### src/tes_pkg.sv
// shared types and constants of the simulation time event scheduler
`default_nettype none

package tes_pkg;

  // default sizes
  localparam int unsigned QueueDepthDef = 16;
  localparam int unsigned TimeBitsDef   = 48;

  // fixed field widths
  localparam int unsigned OpW      = 2;
  localparam int unsigned StatusW  = 2;
  localparam int unsigned CfgIdxW  = 2;
  localparam int unsigned CfgDataW = 48;
  localparam int unsigned PhaseW   = 16;
  localparam int unsigned CountW   = 32;

  // register reset values
  localparam logic [CfgDataW-1:0] TimeStepRst    = 48'd65536;
  localparam logic [PhaseW-1:0]   SampleEveryRst = 16'd1;
  localparam logic [CfgDataW-1:0] StartTimeRst   = 48'd0;

  // item operations
  typedef enum logic [OpW-1:0] {
    OpOrderAbs = 2'd0,
    OpOrderRel = 2'd1,
    OpAdvance  = 2'd2,
    OpRestart  = 2'd3
  } op_e;

  // result status codes
  typedef enum logic [StatusW-1:0] {
    StatOk   = 2'd0,
    StatPast = 2'd1,
    StatFull = 2'd2
  } status_e;

  // configuration register indexes
  typedef enum logic [CfgIdxW-1:0] {
    CfgTimeStep    = 2'd0,
    CfgSampleEvery = 2'd1,
    CfgStartTime   = 2'd2
  } cfg_idx_e;

  // controller states
  typedef enum logic {
    SIdle = 1'b0,
    SExec = 1'b1
  } state_e;

  // commands from controller to datapath
  typedef struct packed {
    logic capture;
    logic commit;
  } tes_cmd_t;

endpackage

`default_nettype wire

### src/tes_ctrl.sv
// controller state machine of the scheduler
`default_nettype none

module tes_ctrl
  import tes_pkg::*;
(
  input  wire logic     clk_i,
  input  wire logic     rst_ni,
  input  wire logic     start_i,
  output      logic     busy_o,
  output      logic     done_o,
  output      tes_cmd_t cmd_o
);

  state_e state_q, state_d;
  logic   done_q;

  // state register and result strobe
  always_ff @(posedge clk_i or negedge rst_ni) begin
    if (!rst_ni) begin
      state_q <= SIdle;
      done_q  <= 1'b0;
    end else begin
      state_q <= state_d;
      done_q  <= cmd_o.commit;
    end
  end

  // next state and commands
  always_comb begin
    state_d       = state_q;
    cmd_o.capture = 1'b0;
    cmd_o.commit  = 1'b0;
    case (state_q)
      SIdle: begin
        if (start_i) begin
          cmd_o.capture = 1'b1;
          state_d       = SExec;
        end
      end
      SExec: begin
        cmd_o.commit = 1'b1;
        state_d      = SIdle;
      end
      default: state_d = SIdle;
    endcase
  end

  assign busy_o = (state_q == SExec);
  assign done_o = done_q;

endmodule

`default_nettype wire

### src/tes_datapath.sv
// datapath: config registers, sorted queue cells, time and counters
`default_nettype none

module tes_datapath
  import tes_pkg::*;
#(
  parameter int unsigned QUEUE_DEPTH = QueueDepthDef,
  parameter int unsigned TIME_BITS   = TimeBitsDef,
  localparam int unsigned CntW       = $clog2(QUEUE_DEPTH + 1)
) (
  input  wire logic                 clk_i,
  input  wire logic                 rst_ni,
  input  wire tes_cmd_t             cmd_i,
  input  wire logic [OpW-1:0]       op_i,
  input  wire logic [TIME_BITS-1:0] time_value_i,
  input  wire logic                 cfg_we_i,
  input  wire logic [CfgIdxW-1:0]   cfg_index_i,
  input  wire logic [CfgDataW-1:0]  cfg_data_i,
  output      logic [StatusW-1:0]   status_o,
  output      logic [TIME_BITS-1:0] current_time_o,
  output      logic                 step_reason_o,
  output      logic                 sample_now_o,
  output      logic [CountW-1:0]    tick_total_o,
  output      logic [CountW-1:0]    ordered_total_o,
  output      logic [CntW-1:0]      pending_count_o
);

  // configuration registers
  logic [CfgDataW-1:0] step_q, start_q;
  logic [PhaseW-1:0]   every_q;

  // captured operands
  op_e                  op_q;
  logic [TIME_BITS-1:0] tord_q, next_q;

  // run state
  logic [TIME_BITS-1:0] cell_q [QUEUE_DEPTH];
  logic [TIME_BITS-1:0] cell_d [QUEUE_DEPTH];
  logic [CntW-1:0]      used_q, used_d;
  logic [TIME_BITS-1:0] now_q, now_d, last_q, last_d;
  logic [CountW-1:0]    tick_q, tick_d, ord_q, ord_d;
  logic [PhaseW-1:0]    phase_q, phase_d;
  status_e              status_q, status_d;
  logic                 reason_q, reason_d, sample_q, sample_d;

  // operand preparation
  logic [TIME_BITS:0]   rel_sum, reg_sum;
  logic [TIME_BITS-1:0] tord_d, next_d;

  // queue control
  logic [QUEUE_DEPTH-1:0] lt;
  logic [TIME_BITS-1:0]   left_val  [QUEUE_DEPTH];
  logic [TIME_BITS-1:0]   right_val [QUEUE_DEPTH];
  logic [TIME_BITS-1:0]   ins_val   [QUEUE_DEPTH];
  logic [QUEUE_DEPTH-1:0] left_lt;
  logic                   do_insert, do_pop;

  // sample phase
  logic [PhaseW-1:0] every_eff;
  logic [PhaseW:0]   phase_inc;

  // configuration writes
  always_ff @(posedge clk_i or negedge rst_ni) begin
    if (!rst_ni) begin
      step_q  <= TimeStepRst;
      every_q <= SampleEveryRst;
      start_q <= StartTimeRst;
    end else if (cfg_we_i) begin
      case (cfg_idx_e'(cfg_index_i))
        CfgTimeStep:    step_q  <= cfg_data_i;
        CfgSampleEvery: every_q <= cfg_data_i[PhaseW-1:0];
        CfgStartTime:   start_q <= cfg_data_i;
        default: ;
      endcase
    end
  end

  // saturating sums for a relative order and the next regular step
  assign rel_sum = {1'b0, now_q} + {1'b0, time_value_i};
  assign reg_sum = {1'b0, last_q} + {1'b0, TIME_BITS'(step_q)};
  assign tord_d  = (op_e'(op_i) == OpOrderRel)
                   ? (rel_sum[TIME_BITS] ? '1 : rel_sum[TIME_BITS-1:0])
                   : time_value_i;
  assign next_d  = reg_sum[TIME_BITS] ? '1 : reg_sum[TIME_BITS-1:0];

  always_ff @(posedge clk_i) begin
    if (cmd_i.capture) begin
      op_q   <= op_e'(op_i);
      tord_q <= tord_d;
      next_q <= next_d;
    end
  end

  // per-cell compare and neighbor selection
  for (genvar g = 0; g < QUEUE_DEPTH; g++) begin : g_cell
    assign lt[g] = (CntW'(g) < used_q) && (cell_q[g] < tord_q);
    if (g == 0) begin : g_first
      assign left_lt[g]  = 1'b1;
      assign left_val[g] = tord_q;
    end else begin : g_rest
      assign left_lt[g]  = lt[g-1];
      assign left_val[g] = cell_q[g-1];
    end
    if (g == QUEUE_DEPTH - 1) begin : g_last
      assign right_val[g] = cell_q[g];
    end else begin : g_inner
      assign right_val[g] = cell_q[g+1];
    end
    // keep below the insert point, new time at it, shift right above it
    assign ins_val[g] = lt[g] ? cell_q[g] : (left_lt[g] ? tord_q : left_val[g]);
    assign cell_d[g]  = do_insert ? ins_val[g] : (do_pop ? right_val[g] : cell_q[g]);
  end

  assign every_eff = (every_q == '0) ? PhaseW'(1) : every_q;
  assign phase_inc = {1'b0, phase_q} + (PhaseW + 1)'(1);

  // item execution
  always_comb begin
    used_d    = used_q;
    now_d     = now_q;
    last_d    = last_q;
    tick_d    = tick_q;
    ord_d     = ord_q;
    phase_d   = phase_q;
    status_d  = StatOk;
    reason_d  = 1'b0;
    sample_d  = 1'b0;
    do_insert = 1'b0;
    do_pop    = 1'b0;
    case (op_q)
      OpOrderAbs, OpOrderRel: begin
        if (tord_q <= now_q) begin
          status_d = StatPast;
        end else if (used_q == CntW'(QUEUE_DEPTH)) begin
          status_d = StatFull;
        end else begin
          do_insert = 1'b1;
          used_d    = used_q + CntW'(1);
        end
      end
      OpAdvance: begin
        sample_d = (phase_q == '0);
        phase_d  = (phase_inc >= {1'b0, every_eff}) ? '0 : phase_inc[PhaseW-1:0];
        tick_d   = tick_q + CountW'(1);
        if ((used_q != '0) && (next_q >= cell_q[0])) begin
          do_pop = 1'b1;
          used_d = used_q - CntW'(1);
          if (next_q != cell_q[0]) begin
            now_d    = cell_q[0];
            reason_d = 1'b1;
            ord_d    = ord_q + CountW'(1);
          end else begin
            now_d  = next_q;
            last_d = next_q;
          end
        end else begin
          now_d  = next_q;
          last_d = next_q;
        end
      end
      OpRestart: begin
        used_d  = '0;
        now_d   = TIME_BITS'(start_q);
        last_d  = TIME_BITS'(start_q);
        tick_d  = '0;
        ord_d   = '0;
        phase_d = '0;
      end
      default: ;
    endcase
  end

  // run state registers
  always_ff @(posedge clk_i or negedge rst_ni) begin
    if (!rst_ni) begin
      used_q   <= '0;
      now_q    <= TIME_BITS'(StartTimeRst);
      last_q   <= TIME_BITS'(StartTimeRst);
      tick_q   <= '0;
      ord_q    <= '0;
      phase_q  <= '0;
      status_q <= StatOk;
      reason_q <= 1'b0;
      sample_q <= 1'b0;
    end else if (cmd_i.commit) begin
      used_q   <= used_d;
      now_q    <= now_d;
      last_q   <= last_d;
      tick_q   <= tick_d;
      ord_q    <= ord_d;
      phase_q  <= phase_d;
      status_q <= status_d;
      reason_q <= reason_d;
      sample_q <= sample_d;
    end
  end

  // queue cells
  always_ff @(posedge clk_i) begin
    if (cmd_i.commit) begin
      cell_q <= cell_d;
    end
  end

  assign status_o        = status_q;
  assign current_time_o  = now_q;
  assign step_reason_o   = reason_q;
  assign sample_now_o    = sample_q;
  assign tick_total_o    = tick_q;
  assign ordered_total_o = ord_q;
  assign pending_count_o = used_q;

endmodule

`default_nettype wire

### src/sim_time_event_scheduler.sv
// simulation time event scheduler: time advance with a sorted queue of ordered times
// a result strobes on done_o after the start transfer, through the execute state and
//   the done register; no new item is taken while busy, when the operand registers
//   hold the item and all queue cells compare and shift in the execute state
// reset: queue empty, time at the start_time reset value, counters zero,
//   registers at their reset values; results cannot be stalled by the receiver
`default_nettype none

module sim_time_event_scheduler
  import tes_pkg::*;
#(
  parameter int unsigned QUEUE_DEPTH = QueueDepthDef,
  parameter int unsigned TIME_BITS   = TimeBitsDef,
  localparam int unsigned CntW       = $clog2(QUEUE_DEPTH + 1)
) (
  input  wire logic                 clk_i,
  input  wire logic                 rst_ni,
  input  wire logic                 start,
  output      logic                 busy,
  input  wire logic [OpW-1:0]       op_i,
  input  wire logic [TIME_BITS-1:0] time_value_i,
  input  wire logic                 cfg_valid_i,
  output      logic                 cfg_ready_o,
  input  wire logic [CfgIdxW-1:0]   cfg_index_i,
  input  wire logic [CfgDataW-1:0]  cfg_data_i,
  output      logic                 done_o,
  output      logic [StatusW-1:0]   status_o,
  output      logic [TIME_BITS-1:0] current_time_o,
  output      logic                 step_reason_o,
  output      logic                 sample_now_o,
  output      logic [CountW-1:0]    tick_total_o,
  output      logic [CountW-1:0]    ordered_total_o,
  output      logic [CntW-1:0]      pending_count_o
);

  tes_cmd_t cmd;

  // configuration is always taken
  assign cfg_ready_o = 1'b1;

  // controller
  tes_ctrl u_ctrl (
    .clk_i   (clk_i),
    .rst_ni  (rst_ni),
    .start_i (start),
    .busy_o  (busy),
    .done_o  (done_o),
    .cmd_o   (cmd)
  );

  // datapath
  tes_datapath #(
    .QUEUE_DEPTH (QUEUE_DEPTH),
    .TIME_BITS   (TIME_BITS)
  ) u_dp (
    .clk_i           (clk_i),
    .rst_ni          (rst_ni),
    .cmd_i           (cmd),
    .op_i            (op_i),
    .time_value_i    (time_value_i),
    .cfg_we_i        (cfg_valid_i & cfg_ready_o),
    .cfg_index_i     (cfg_index_i),
    .cfg_data_i      (cfg_data_i),
    .status_o        (status_o),
    .current_time_o  (current_time_o),
    .step_reason_o   (step_reason_o),
    .sample_now_o    (sample_now_o),
    .tick_total_o    (tick_total_o),
    .ordered_total_o (ordered_total_o),
    .pending_count_o (pending_count_o)
  );

endmodule

`default_nettype wire

### config.mk
export PLATFORM = sky130hd
export DESIGN_NAME = sim_time_event_scheduler
export DESIGN_NICKNAME = d
export VERILOG_FILES = /design/src/tes_pkg.sv /design/src/tes_ctrl.sv /design/src/tes_datapath.sv /design/src/sim_time_event_scheduler.sv
export SDC_FILE = /design/constraint.sdc
export NUM_CORES = 2
export LEC_CHECK = 0
export BUFFER_PORTS_ARGS = -buffer_cell sky130_fd_sc_hd__buf_2
export CORE_AREA = 8 8 390 392
export DETAILED_ROUTE_END_ITERATION = 12
export DIE_AREA = 0 0 398 400
export GPL_TIMING_DRIVEN = 0
export PLACE_DENSITY = 0.78
export SLEW_MARGIN = 20
export SYNTH_ARGS = -nofsm -noshare
export SYNTH_HDL_FRONTEND = slang
export SYNTH_SLANG_ARGS = --single-unit
### constraint.sdc
create_clock -name clk_i -period 8.95 [get_ports clk_i]
set_input_delay 0.895 -clock clk_i [delete_from_list [all_inputs] [get_ports clk_i]]
set_output_delay 0.895 -clock clk_i [all_outputs]
set_load 0.05 [all_outputs]
# Word-level counts from Yosys, hierarchy flattened
# Index checks and enable logic that the tools add are counted.
# totals
regBits,1165
inputBits,104
out_inout_bits,124
word_cells,248
# op_classes
n_addsub,7
order_cmp,35
eq_ne,28
n_mux,95
bitwise,2
n_reduce_logical,48
# ops
cell,n
$mux W48,66
$lt A48 B48 Y1,16
$pmux W48 S2,2
$pmux W32 S2,2
$add A48 B48 Y49,2
$add A32 B1 Y32 const B,2
$mux W32,2
$reduce_and A3 Y1,17
$ge A48 B48 Y1,1
$le A48 B48 Y1,1
$ne A48 B48 Y1,1
$lt A4 B5 Y1 const A,8
$ne A2 B2 Y1 const B,17
$logic_not A16 Y1,2
$mux W16,2
$pmux W16 S2,1
$lt A3 B5 Y1 const A,4
$add A16 B1 Y17 const B,1
$ge A17 B16 Y1,1
$logic_and A1 B1 Y1,17
$mux W5,3
$pmux W5 S3,1
$mux W1,12
$lt A1 B5 Y1 const A,2
other kinds (17),32

# Longest topological paths before layout
# depth
ltp_word,6
depth_mapped,18
ltp_nobuf,15

# Cells and area by module
# A second synthesis with hierarchy kept.
# hier_totals
hier_cells,8343
area_unflattened_um2,82424.1
# modules_own_cells
module,instances,cells_per_inst,area_per_inst_um2,seq_area_each_um2
tes_datapath,1,8336,82334.0,33439.6
tes_ctrl,1,5,78.8,50.0
sim_time_event_scheduler,1,2,11.3,0.0

# Least setup slack after synthesis
# Ideal clock, no wire load.
# synth_path
kind,register to register
from,reg u_dp.tord_q[0]
to,"reg u_dp.cell_q[0] (netlist name), enable pin"
setup_ns,0.526
arrival_time_ns,6.185
required_time_ns,8.424
path_slack_ns,2.239
stages_incl_launch_ff,18
n_path_buf,6
synth_period_minus_slack_ns,6.711
path_cell_list,edfxtp_1 buf_2 buf_2 clkbuf_1 inv_1 ha_1 nor2b_1 o21a_1 o21ai_1 nand2b_1 a221o_1 o31ai_1 a31oi_1 o2111ai_1 buf_2 buf_2 buf_2 a211oi_1
# synth_via
elab_chain_cells,4
word_cells_on_any_way,7
classes_between,2 x order compare; 2 x mux; 1 x bitwise; 2 x reduce/logical
# synth_rtl
element,line,source
start: declaration,tes_datapath.sv:34,"logic [TIME_BITS-1:0] tord_q, next_q;"
start signal: assignment,tes_datapath.sv:89,tord_q <= tord_d;
$le A48 B48 Y1 or $lt A48 B48 Y1 (tied branches),"tes_datapath.sv:132, tes_datapath.sv:96",
$mux W1 or $logic_and A1 B1 Y1 (tied branches),"tes_datapath.sv:132, tes_datapath.sv:96",
$mux W1 or $not A1 Y1 (tied branches),--,
$reduce_and A3 Y1 (no source line) *,--,
end signal: assignment,tes_datapath.sv:201,cell_q <= cell_d;
end: declaration,tes_datapath.sv:37,logic [TIME_BITS-1:0] cell_q [QUEUE_DEPTH];
# Every way passes the cells marked *; elsewhere a longest branch is shown, timed or not.
# A chain may end at the register's enable or synchronous reset.

# Worst setup path in the final report
# layout_path
from,reg u_dp.tord_q[0]
to,"reg u_dp.cell_q[733] (netlist name), enable pin"
# layout_via
elab_chain_cells,5
word_cells_on_any_way,8
classes_between,2 x order compare; 1 x eq/ne; 2 x mux; 3 x reduce/logical
# layout_rtl
element,line,source
$le A48 B48 Y1,tes_datapath.sv:132,if (tord_q <= now_q) begin
$mux W1,tes_datapath.sv:132,
$mux W1,tes_datapath.sv:130,case (op_q)
$ne A2 B2 Y1 (no source line) or $reduce_bool A2 Y1 (tied branches),--,
$reduce_and A3 Y1 (no source line) *,--,
# Marked as above.

==> flow_summary_export.csv <==
group,metric,value,unit
worst_setup_path,worstPathRequired,9.48,ns
worst_setup_path,cp_cell_sequence,"buf_2 > buf_2 > clkbuf_1 > inv_1 > ha_1 > nor2b_1 > o21a_1 > o21ai_1 > nand2b_1 > a221o_1 > o31ai_1 > a31oi_1 > o2111a_1 > clkbuf_1 > clkbuf_1 > clkbuf_1 > a21oi_4 > buf_16 > buf_16",
drt,vias,69000,
clock_tree,root_buffer,"clkbuf_16",
job,cap_violations,0,
pwr,p_sw,11.2,mW
clock_tree,cts_tree,"done",
finish,final_nets,9253,
sta,hold_viol,0,
grt,antenna_found_initial,16,
drt,drt-vias-per-instance,6.75,
yosys,yosysSeqAreaShare,42.1,%
worst_setup_path,rr_worst_depth,19,
pwr,ir_worst_vdd,0.230,mV
drt,wl_per_cell,28.7,µm
yosys,synth_commonest_cells,"ha_1 (968), edfxtp_1 (866), a21oi_1 (839)",
worst_setup_path,crit_path_end_kind,"register",
clock_tree,ctsHoldBuffers,1,
yosys,synth_fp_nets,8859,
worst_setup_path,slowest_stage,"clkbuf_1",
status,status,"completed",
finish,utilization,60.4,%
sta,setup-violations-final,0,
finish,fillers,11900,
drt,ant_nets,0,
yosys,netlist_area,79500,µm²
yosys,synth_top_cell_by_area,"edfxtp_1",
worst_setup_path,critical_path_arrival,8.63,ns
clock_tree,cts_setup_buffers,0,
sta,drv_slew,0,
clock_tree,cts.path.max_buffers,3,
sta,worst_pin_slew,1.24,ns
yosys,synth_cell_types,91,
yosys,yosys.area.top_type_share,32.7,%
floorplanning,core_area,146000,µm²
pwr,powerDensity,291,nW/µm²
finish,area_growth,11.0,%
sta,setup_tns,0,ns
yosys,postSynthCellCount,7785,
worst_setup_path,cp_num_buf_inv,9,
grt,grt_max_degree,91,
clock_tree,clk_latency,0.80,ns
worst_setup_path,cp-endpoint,"u_dp.cell_q[733]",
sta,whs,0.306,ns
worst_setup_path,crit_path_start,"u_dp.tord_q[0]",
yosys,synth_enable_flop_cells,866,
floorplanning,initial_core_util,54.4,%
yosys,yosysMostFrequentCell,"ha_1",
yosys,synthArstFlopShare,25.7,%
sta,fmax,123,MHz
yosys,ys_ff_latch,1165,
placed_design,dp_hpwl,235000,µm
clock_tree,clock_sinks,1165,
pwr,combPwrFrac,47.0,%
sta,finalCritPeriodShare,90.5,%
worst_setup_path,rrSetupSlack,0.85,ns
pwr,pwr-share-seq,32.1,%
clock_tree,numCtsBuffers,130,
clock_tree,clk_pin_slew,0.06,ns
floorplanning,io_pins,228,
worst_setup_path,rr_endpoint,"u_dp.cell_q[733]",
grt,gr-total-overflow,0,
sta,fin_skew,0.0371,ns
worst_setup_path,reg2reg_from,"u_dp.tord_q[0]",
pwr,power_frac_clock,20.9,%
worst_setup_path,critPathMaxStageDelay,0.96,ns
hold_path,hp-class,"in2reg",
drt,drt_iter0_drc,9389,
grt,grtUsageTotal,35.6,%
drt,drc,0,
grt,grt_pass1_wl,428000,µm
clock_tree,htree_levels,4,
hold_path,hold_path.startpoint,"op_i[0]",
pwr,p_sw_share,43.7,%
yosys,synth_area_leaders,"edfxtp_1 (33%), ha_1 (15%), dfrtp_1 (9.3%)",
sta,fin_crit,8.10,ns
grt,grt_pass1_vias,68300,
worst_setup_path,cp-start-kind,"register",
worst_setup_path,critical-path-top-delay-family,"buffers and inverters",
drt,dr.pass1.iters,9,
pwr,cell_internal_pwr,14.5,mW
yosys,synth_flop_cell,"edfxtp_1",
sta,rsz0062_at_grt,"false",
floorplanning,die_y,400,µm
floorplanning,die_area,159000,µm²
worst_setup_path,critical_path_class,"reg2reg",
worst_setup_path,cpMostUsedCell,"clkbuf_1",
pwr,p_leak,37.6,nW
floorplanning,row_count,141,
worst_setup_path,path_depth,19,
finish,drive_gt1_share,8.77,%
drt,totalWireLength,293000,µm
floorplanning,fp.dieW,398,µm
clock_tree,cts_resized,0,
yosys,yosysWarningCount,0,
placed_design,numPortBuffers,226,
worst_setup_path,crit_path_max_fanout,23,
placed_design,place_congestion,1.03,
sta,slew_headroom,17.0,%
yosys,synth.avg_cell_area,10.2,µm²
-- layout make-up --
type | instances | area, µm² | area share (%)
multi-input cells | 5759 | 42900 | 48.6
flip-flops and latches | 1165 | 33500 | 37.9
clock buffers | 170 | 3540 | 4.01
well taps | 1930 | 2410 | 2.74
repair buffers | 262 | 1970 | 2.24
plain buffers | 466 | 1910 | 2.16
inverters | 395 | 1480 | 1.68
clock inverters | 64 | 578 | 0.655
diodes | 13 | 32.5 | 0.0368
-- metrics by stage --
step                      std cells  cell area, µm²  setup WS [ns]  power, mW
after floorplan                7785           79500           2.24       15.9
after global placement         9941           83100          -1.68       19.5
after detailed placement       9976           84100           1.44       20.0
after CTS                     10200           88200           1.41       25.3
after global routing          10200           88300           1.02       26.8
final                         10200           88300          0.852       25.7
-- flip-flops by register name, summed over array words and instances, names as in the netlist, 2 cells and up --
signal and flops:
u_dp.cell_q 768, u_dp.current_time_o 48, u_dp.last_q 48, u_dp.next_q 48, u_dp.start_q 48, u_dp.step_q 48, u_dp.tord_q 48, u_dp.ordered_total_o 32
u_dp.tick_total_o 32, u_dp.every_q 16, u_dp.phase_q 16, u_dp.pending_count_o 5, u_dp.op_q 2, u_dp.status_o 2
-- kinds of logic (layout without fill, tap and decap cells) --
family	after synthesis	after routing	synth area share (%)
buffers and inverters	861	1357	4.26
DFF	1165	1165	42.1
muxes	567	567	7.39
adders and majority gates	970	970	15.3
xor gates and xnor gates	126	126	1.39
other	1	14	0.00472
AOI/OAI and AO/OA	2169	2169	18.2
and+or+nand+nor	1926	1926	11.4
-- cells in the final DEF (no fill, tap or decap), drive strengths merged, types with 18 or more instances in the layout --
master / count
o221ai: 197
nand2: 272
buf: 372
a211o: 18
nor3: 157
o21a: 28
and3: 34
and4: 18
nand4: 177
a211oi: 26
a2111oi: 19
nand2b: 54
a21oi: 841
a22oi: 50
dfrtp: 297
nand3: 367
o211ai: 31
clkbuf: 525
mux2: 161
xor2: 67
nor2: 701
a221o: 98
a32oi: 49
or3: 19
nor4: 21
clkinv: 52
nor2b: 62
mux2i: 406
o22a: 46
edfxtp: 866
a31oi: 27
ha: 968
xnor2: 59
inv: 398
o21ai: 215
a21o: 397
-- per-layer routing --
layer,global-route usage [%],routed length [µm],up-vias
li1,-,-,30400
met5,0,74,-
met4,27.3,27400,12
met1,44.1,107000,33100
met3,7.17,31600,952
met2,54.9,127000,4555
-- power groups by stage --
stage	clock (mW)	sequential, mW	combinational [mW]
finish	5.37	8.26	12.1
global route	5.54	8.30	12.9
CTS	5.36	8.19	11.8
detailed placement	0	8.28	11.7
global placement	0	8.32	11.2
floorplan	0	8.30	7.65
-- worst register-to-register path, stage by stage (launching register included) --
cell and delay, ns:
edfxtp_1 0.62, buf_2 0.42, buf_2 0.36, clkbuf_1 0.65
inv_1 0.13, ha_1 0.21, nor2b_1 0.10, o21a_1 0.11
o21ai_1 0.06, nand2b_1 0.10, a221o_1 0.15, o31ai_1 0.22
a31oi_1 0.66, o2111a_1 0.65, clkbuf_1 0.87, clkbuf_1 0.80
clkbuf_1 0.98, a21oi_4 0.30, buf_16 0.27, buf_16 0.19
-- worst min-delay path by stage --
| stage | to | slack (ns) | cells past startpoint |
|---|---|---|---|
| 2_1_floorplan | u_dp.step_q[0] | 0.48 | 1 |
| 3_3_place_gp | u_ctrl.done_o | 0.44 | 0 |
| 3_5_place_dp | u_ctrl.done_o | 0.46 | 0 |
| 4_1_cts | u_dp.op_q[0] | 0.27 | 1 |
| 5_1_grt | u_dp.op_q[0] | 0.29 | 1 |
| 6_report | u_dp.op_q[0] | 0.31 | 1 |
Note: power is estimated with default switching activity, not from simulation.
